File: src/rtl/csba_pkg.sv
`timescale 1ns / 1ps

package csba_pkg;

  localparam logic FUNC_RESERVE = 1'b0;
  localparam logic FUNC_RELEASE = 1'b1;

  typedef struct packed {
    logic        func;
    logic [19:0] size_bytes;
    logic [31:0] release_address;
  } in_word_t;

  typedef struct packed {
    logic        granted;
    logic [31:0] run_address;
  } out_word_t;

  typedef enum logic [2:0] {
    ST_IDLE,
    ST_PREP,
    ST_SCAN,
    ST_REL,
    ST_DONE
  } state_t;

  typedef struct packed {
    logic load_req;
    logic prep;
    logic scan_step;
    logic release_run;
    logic load_out;
  } ctrl_cmd_t;

  typedef struct packed {
    logic is_release;
    logic scan_hit;
    logic scan_last;
  } dp_stat_t;

endpackage

File: src/rtl/csba_ctrl.sv
`timescale 1ns / 1ps

module csba_ctrl
  import csba_pkg::*;
(
  input  logic      clk,
  input  logic      rst_n,
  input  logic      in_valid,
  output logic      in_stall,
  output logic      out_valid,
  input  logic      out_stall,
  input  dp_stat_t  stat,
  output ctrl_cmd_t cmd
);

  state_t state_r;
  state_t state_nxt;
  logic   out_valid_r;
  logic   out_valid_nxt;

  always_ff @(posedge clk) begin
    if (!rst_n) begin
      state_r     <= ST_IDLE;
      out_valid_r <= 1'b0;
    end else begin
      state_r     <= state_nxt;
      out_valid_r <= out_valid_nxt;
    end
  end

  always_comb begin
    state_nxt = state_r;
    cmd       = '0;
    unique case (state_r)
      ST_IDLE: begin
        if (in_valid) begin
          cmd.load_req = 1'b1;
          state_nxt    = ST_PREP;
        end
      end
      ST_PREP: begin
        cmd.prep  = 1'b1;
        state_nxt = stat.is_release ? ST_REL : ST_SCAN;
      end
      ST_SCAN: begin
        cmd.scan_step = 1'b1;
        if (stat.scan_hit || stat.scan_last) begin
          state_nxt = ST_DONE;
        end
      end
      ST_REL: begin
        cmd.release_run = 1'b1;
        state_nxt       = ST_DONE;
      end
      ST_DONE: begin
        if (!out_valid_r || !out_stall) begin
          cmd.load_out = 1'b1;
          state_nxt    = ST_IDLE;
        end
      end
      default: state_nxt = ST_IDLE;
    endcase
  end

  always_comb begin
    if (cmd.load_out) begin
      out_valid_nxt = 1'b1;
    end else if (!out_stall) begin
      out_valid_nxt = 1'b0;
    end else begin
      out_valid_nxt = out_valid_r;
    end
  end

  assign in_stall  = (state_r != ST_IDLE);
  assign out_valid = out_valid_r;

  assert property (@(posedge clk) disable iff (!rst_n)
    (state_r == ST_DONE && out_valid_r && out_stall) |=> (state_r == ST_DONE))
    else $error("result word overwritten while stalled");

  assert property (@(posedge clk) disable iff (!rst_n)
    cmd.load_out |=> out_valid_r)
    else $error("loaded result not presented");

endmodule

File: src/rtl/csba_dpath.sv
`timescale 1ns / 1ps

module csba_dpath
  import csba_pkg::*;
#(
  parameter int SLOT_COUNT  = 64,
  parameter int BLOCK_SHIFT = 12
) (
  input  logic        clk,
  input  logic        rst_n,
  input  ctrl_cmd_t   cmd,
  input  in_word_t    in_word,
  input  logic        cfg_we,
  input  logic [31:0] cfg_data,
  output dp_stat_t    stat,
  output out_word_t   out_word
);

  localparam int SW = $clog2(SLOT_COUNT);
  localparam int LW = $clog2(SLOT_COUNT + 1);
  localparam int NW = 21 - BLOCK_SHIFT;
  localparam int CW = (NW > LW) ? NW : LW;
  localparam int HW = 32 - BLOCK_SHIFT;

  logic [SLOT_COUNT-1:0] map_r;
  logic [SLOT_COUNT-1:0] map_nxt;
  logic [31:0]           base_r;
  in_word_t              req_r;
  logic [NW-1:0]         n_r;
  logic [31:0]           off_r;
  logic [SW-1:0]         idx_r;
  logic [SW-1:0]         run_start_r;
  logic [LW-1:0]         run_len_r;
  logic                  found_r;
  out_word_t             out_word_r;

  logic                  slot_free;
  logic [SW-1:0]         start_eff;
  logic [LW-1:0]         len1;
  logic                  hit;
  logic [HW-1:0]         rel_slot_full;
  logic                  rel_in_range;
  logic [SW-1:0]         rel_start;
  logic [SW-1:0]         rel_diff [SLOT_COUNT];
  logic [NW-1:0]         n_calc;

  assign n_calc = NW'(req_r.size_bytes >> BLOCK_SHIFT)
                + NW'(req_r.size_bytes[BLOCK_SHIFT-1:0] != '0);

  assign slot_free = !map_r[idx_r];
  assign start_eff = (run_len_r == '0) ? idx_r : run_start_r;
  assign len1      = run_len_r + LW'(1);
  assign hit       = slot_free && ((n_r == '0) || (CW'(len1) == CW'(n_r)));

  assign rel_slot_full = off_r[31:BLOCK_SHIFT];
  assign rel_in_range  = rel_slot_full < HW'(SLOT_COUNT);
  assign rel_start     = rel_slot_full[SW-1:0];

  always_comb begin
    map_nxt = map_r;
    for (int k = 0; k < SLOT_COUNT; k++) begin
      rel_diff[k] = SW'(k) - rel_start;
      if (cmd.scan_step && hit && (n_r != '0)
          && (SW'(k) >= start_eff) && (SW'(k) <= idx_r)) begin
        map_nxt[k] = 1'b1;
      end
      if (cmd.release_run && rel_in_range && (SW'(k) >= rel_start)
          && (CW'(rel_diff[k]) < CW'(n_r))) begin
        map_nxt[k] = 1'b0;
      end
    end
  end

  always_ff @(posedge clk) begin
    if (!rst_n) begin
      map_r  <= '0;
      base_r <= '0;
    end else begin
      map_r <= map_nxt;
      if (cfg_we) begin
        base_r <= cfg_data;
      end
    end
  end

  always_ff @(posedge clk) begin
    if (cmd.load_req) begin
      req_r <= in_word;
    end
    if (cmd.prep) begin
      n_r       <= n_calc;
      off_r     <= req_r.release_address - base_r;
      idx_r     <= '0;
      run_len_r <= '0;
      found_r   <= 1'b0;
    end
    if (cmd.scan_step) begin
      idx_r <= idx_r + SW'(1);
      if (hit) begin
        found_r     <= 1'b1;
        run_start_r <= start_eff;
      end else if (slot_free) begin
        run_len_r   <= len1;
        run_start_r <= start_eff;
      end else begin
        run_len_r <= '0;
      end
    end
    if (cmd.load_out) begin
      if (req_r.func == FUNC_RELEASE) begin
        out_word_r.granted     <= 1'b1;
        out_word_r.run_address <= '0;
      end else begin
        out_word_r.granted     <= found_r;
        out_word_r.run_address <= found_r
          ? base_r + (32'(run_start_r) << BLOCK_SHIFT) : 32'd0;
      end
    end
  end

  assign stat.is_release = (req_r.func == FUNC_RELEASE);
  assign stat.scan_hit   = hit;
  assign stat.scan_last  = (idx_r == SW'(SLOT_COUNT - 1));
  assign out_word        = out_word_r;

  assert property (@(posedge clk) disable iff (!rst_n)
    cmd.release_run |=> ((map_r & ~$past(map_r)) == '0))
    else $error("release set a used bit");

  assert property (@(posedge clk) disable iff (!rst_n)
    cmd.scan_step |=> ((~map_r & $past(map_r)) == '0))
    else $error("scan cleared a used bit");

  assert property (@(posedge clk) disable iff (!rst_n)
    (cmd.scan_step && hit && (n_r != '0)) |=> map_r[$past(start_eff)])
    else $error("granted run start not marked");

  assert property (@(posedge clk) disable iff (!rst_n)
    (cmd.scan_step && hit) |-> !map_r[start_eff])
    else $error("run starts on a used slot");

endmodule

File: src/rtl/contiguous_slot_bitmap_allocator.sv
`timescale 1ns / 1ps
// First-fit allocator over SLOT_COUNT blocks of 2**BLOCK_SHIFT bytes each.
// Input channel (in_valid / in_stall / in_word): one request word, either
// reserve (size in bytes) or release (address and size in bytes).
// Output channel (out_valid / out_stall / out_word): one result word per
// request: granted flag and run address (0 on failure or release).
// Config channel (cfg_valid / cfg_ready / cfg_data): base address of block
// zero; always ready, write only while the allocator is idle.
// A release passes from accept through the prepare, release and done steps;
// a reserve goes through the prepare step, then a slot-by-slot scan of the
// used-bit map, one slot per cycle, stopping at the first run that fits or
// at the last slot, then the done step. The next request is accepted the
// cycle after a result is loaded.
// One request is in work at a time; in_stall is high until its result is
// in the output register. The output register lets the next request be
// accepted while a result still waits; a request then finishes its work and
// holds in its last step until the stalled result is taken.
// Reset (rst_n low, synchronous) frees every slot, clears the base address
// and drops any pending result.
module contiguous_slot_bitmap_allocator
  import csba_pkg::*;
#(
  parameter int SLOT_COUNT  = 64,
  parameter int BLOCK_SHIFT = 12
) (
  input  logic        clk,
  input  logic        rst_n,
  input  logic        in_valid,
  output logic        in_stall,
  input  in_word_t    in_word,
  output logic        out_valid,
  input  logic        out_stall,
  output out_word_t   out_word,
  input  logic        cfg_valid,
  output logic        cfg_ready,
  input  logic [31:0] cfg_data
);

  ctrl_cmd_t cmd;
  dp_stat_t  stat;

  assign cfg_ready = 1'b1;

  csba_ctrl u_ctrl (
    .clk       (clk),
    .rst_n     (rst_n),
    .in_valid  (in_valid),
    .in_stall  (in_stall),
    .out_valid (out_valid),
    .out_stall (out_stall),
    .stat      (stat),
    .cmd       (cmd)
  );

  csba_dpath #(
    .SLOT_COUNT  (SLOT_COUNT),
    .BLOCK_SHIFT (BLOCK_SHIFT)
  ) u_dpath (
    .clk      (clk),
    .rst_n    (rst_n),
    .cmd      (cmd),
    .in_word  (in_word),
    .cfg_we   (cfg_valid && cfg_ready),
    .cfg_data (cfg_data),
    .stat     (stat),
    .out_word (out_word)
  );

endmodule
File: config.mk
export PLATFORM = sky130hd
export DESIGN_NAME = contiguous_slot_bitmap_allocator
export DESIGN_NICKNAME = d
export VERILOG_FILES = /design/src/rtl/csba_pkg.sv /design/src/rtl/csba_ctrl.sv /design/src/rtl/csba_dpath.sv /design/src/rtl/contiguous_slot_bitmap_allocator.sv
export SDC_FILE = /design/constraint.sdc
export NUM_CORES = 1
export LEC_CHECK = 0
export BUFFER_PORTS_ARGS = -buffer_cell sky130_fd_sc_hd__buf_2
export CAP_MARGIN = 20
export CORE_ASPECT_RATIO = 1.75
export CORE_MARGIN = 3
export CORE_UTILIZATION = 56
export CTS_BUF_LIST = sky130_fd_sc_hd__clkbuf_16
export CTS_CLUSTER_SIZE = 16
export DETAILED_ROUTE_END_ITERATION = 7
export GPL_TIMING_DRIVEN = 0
export PLACE_DENSITY_LB_ADDON = 0.05
export SLEW_MARGIN = 20
export SYNTH_ARGS = -nofsm -noshare
export SYNTH_HDL_FRONTEND = slang
export SYNTH_SLANG_ARGS = --single-unit
export TNS_END_PERCENT = 1
File: constraint.sdc
create_clock -name clk -period 3.71 [get_ports clk]
set_input_delay 1.113 -clock clk [delete_from_list [all_inputs] [get_ports clk]]
set_output_delay 1.113 -clock clk [all_outputs]
set_load 0.05 [all_outputs]
==> flow_summary.ini <==
[status]
status = complete, but fails checks
violations = setup timing

[logic_synthesis]
synth_fa_ha_area_share_pct = 14.8
ys_seq_area_share_pct = 36.9
synth.distinct_cells = 72
synth_edf_count = 127
synth_simple_gate_area_share_pct = 12.7
synth_top_family_by_area = compound AO/OA/AOI/OAI gates
syn_nets = 2018
synth.largest_area_cell = edfxtp_1
synth-compound-area-share_pct = 18.5
synthCells = 1737
async_flop_share_pct = 0
synth.area.mux_share_pct = 5.41
synth_area_um2 = 16200
synth-main-ff-cell = edfxtp_1
synth.top_cells.by_area = edfxtp_1 (24%), ha_1 (15%), dfxtp_1 (13%), a21oi_1 (5.7%), xnor2_1 (4.8%)
ys_warn_count = 0
syn-mean-instance-area_um2 = 9.32
synth-xor-area-share_pct = 6.07
synth_most_common_cell = ha_1
synth_common_cells = ha_1 (190), a21oi_1 (184), nor2_1 (149), inv_1 (130), edfxtp_1 (127)
ys_ff_latch = 235
synth_top_cell_area_share_pct = 23.6

[setup_path]
cp_slowest_cell = edfxtp_1
worstSetupEndpointType = flip-flop
path_cells = clkinvlp_4 > buf_4 > ha_1 > inv_1 > o21ai_2 > xnor2_1 > inv_1 > ha_1 > a21o_1 > a21o_1 > a21oi_1 > o221ai_1 > o211a_1
worstPathMaxFanout = 9
cp-start-kind = flip-flop
path_buf_inv = 4
crit_family = compound AO/OA/AOI/OAI gates
max_stage_delay_ns = 0.66
crit_required_ns = 4.16
arrival_ns = 4.16
path_class = reg2reg

[grt]
grt_usage_pct = 40.5
grt_start_max_net_pins = 61
grt_pass1_wl_mm = 92.9
grt_pass1_vias = 15400
antenna_found_initial = 1
grt-ovfl-total = 0

[sta]
period_needed_ns = 3.71
finalSetupViolCount = 1
tightest_slew_ns = 1.14
slew_viol_final = 0
finalClockSkew_ns = 0.0197
clock.fmax_mhz = 269
slew_headroom_pct = 24.2
fin_crit_sh_pct = 100
setup_tns_ns = -0.00394
rsz0062_at_grt = yes
setup_ws_ns = -0.00394
hold_violations = 0

[floorplanning]
initial_utilization_pct = 57.5
fp.coreArea_um2 = 28200
die_h_um = 231
die_area_um2 = 31100
io_pins = 126
die_x_um = 135
row_count = 81

[power_and_ir_drop]
ir_drop_v = 0.000547
p_total_uw = 13400
leakage_uw = 0.00765
power_density_nw_per_um2 = 736

[place]
gp_congestion = 1.06
dp_hpwl_mm = 48.8
dp_slack_ns = -0.497
port_buffers = 123

[cells_and_area]
fill_cells = 2387
area_growth_pct = 12.5
final_layout_size_suffix_gt1_share_pct = 12.8
nNetsFinal = 2177
n_antenna_cell = 0
post-route-util_pct = 64.6

[clocking]
cts_sinks = 235
cts_buffers = 22
cts_tree = yes
htreeDepth = 1
cts-root-buf = clkbuf_16
path_clk_slew_ns = 0.08
cts.path.max_buffers = 3
clk_latency_ns = 0.55
cts_hold_buf = 0

[drt]
vias_per_cell = 6.48
drc_errors = 0
vias = 14800
drt_pass1_iterations = 6
wl_per_cell_um = 27.8
ant_nets = 0
drtIter0Drc = 1107
wl_mm = 63.5

[min_path]
hold_path.class = reg2reg

[flow_run]
drv_cap = 0
[power breakdown]
group | internal (µW) | switching [µW] | leakage (µW)
logic | 2460 | 5120 | 0.00523
registers | 3210 | 277 | 0.00206
clock network | 1250 | 1090 | 0.000359
[sequential cells by signal, indices dropped and copies added, names as in the netlist]
name / flops
u_dpath.n_r: 9
u_dpath.base_r: 32
u_dpath.idx_r: 6
u_dpath.off_r: 20
u_dpath.stat: 1
u_dpath.map_r: 64
u_dpath.found_r: 1
u_dpath.out_word: 33
u_dpath.req_r: 52
u_dpath.run_len_r: 7
u_ctrl.out_valid: 1
u_dpath.run_start_r: 6
u_ctrl.state_r: 3
[worst min-delay path, delay by kind of cell, from the launching register on]
family,cells,cell delay (ns)
AO/OA/AOI/OAI,1,0.04
flip-flops,1,0.33
AND/OR/NAND/NOR,1,0.08
[final timing paths]
path	end	slack [ns]	startpoint	cells after the start
max	u_dpath.map_r[60]	-0.004	u_dpath.off_r[13]	13
min	u_dpath.map_r[7]	0.49	u_dpath.map_r[7]	2
max reg2reg	u_dpath.map_r[60]	-0.004	u_dpath.off_r[13]	13
min reg2reg	u_dpath.map_r[7]	0.49	u_dpath.map_r[7]	2
[stage by stage]
step           cells  instance area [µm²]  hold slack, ns
6_report        2285                18200           0.488
5_1_grt         2285                18200           0.498
4_1_cts         2278                18100           0.484
3_5_place_dp    2236                17400           0.460
3_3_place_gp    2233                17300           0.452
2_1_floorplan   1737                16200           0.432
[logic make-up after synthesis]
logic type | count (synthesis)
AOI/OAI and AO/OA | 473
and+or+nand+nor | 437
DFF | 235
buffers and inverters | 225
adders and majority gates | 191
xor gates and xnor gates | 109
muxes | 66
other | 1
[area by class of cell]
type / instances / area (µm²) / area share (%)
Clock inverter: 18 / 171 / 0.941
Inverter: 135 / 522 / 2.86
Clock buffer: 22 / 551 / 3.02
Buffer: 89 / 402 / 2.21
Tap cell: 373 / 467 / 2.56
Timing Repair Buffer: 136 / 766 / 4.20
Sequential cell: 235 / 5980 / 32.8
Multi-Input combinational cell: 1277 / 9360 / 51.4
[layer usage]
layer  global-route usage, %  wire length [µm]  up-vias
li1                        -                 -     6595
met1                    36.7             19200     6973
met2                    71.3             31400      853
met3                    9.29              4670      387
met4                    40.6              8290        0
met5                       0                 0        -
[cell usage in the layout, fill, tap and decap left out, types with 11 or more instances in the layout]
cell type,synthesis,routed
a211oi_1,15,15
nor3_1,38,38
xor2_1,18,18
ha_1,190,188
dfxtp_1,108,108
nor2_1,149,147
buf_4,5,15
buf_2,5,127
mux4_2,17,17
o21ai_0,64,59
clkbuf_2,1,11
a21o_1,59,59
a31oi_1,45,45
nand2b_1,11,11
nand4_1,12,12
and2_1,11,11
nand3_1,31,31
inv_1,130,128
a21oi_1,184,182
nand2_1,107,107
nor3b_1,19,19
xnor2_1,89,89
clkbuf_16,0,22
edfxtp_1,127,127
nor2b_1,21,21
o21a_1,11,11
mux2i_1,47,47
clkbuf_1,66,55
a311oi_1,13,13
[repair_timing]
action | CTS | global route
resized for setup | 15 | 13
setup endpoints to repair | 50 | 45
buffers inserted | 3 | 5
pin swaps | 0 | 1
(Power assumes the default switching activity.)
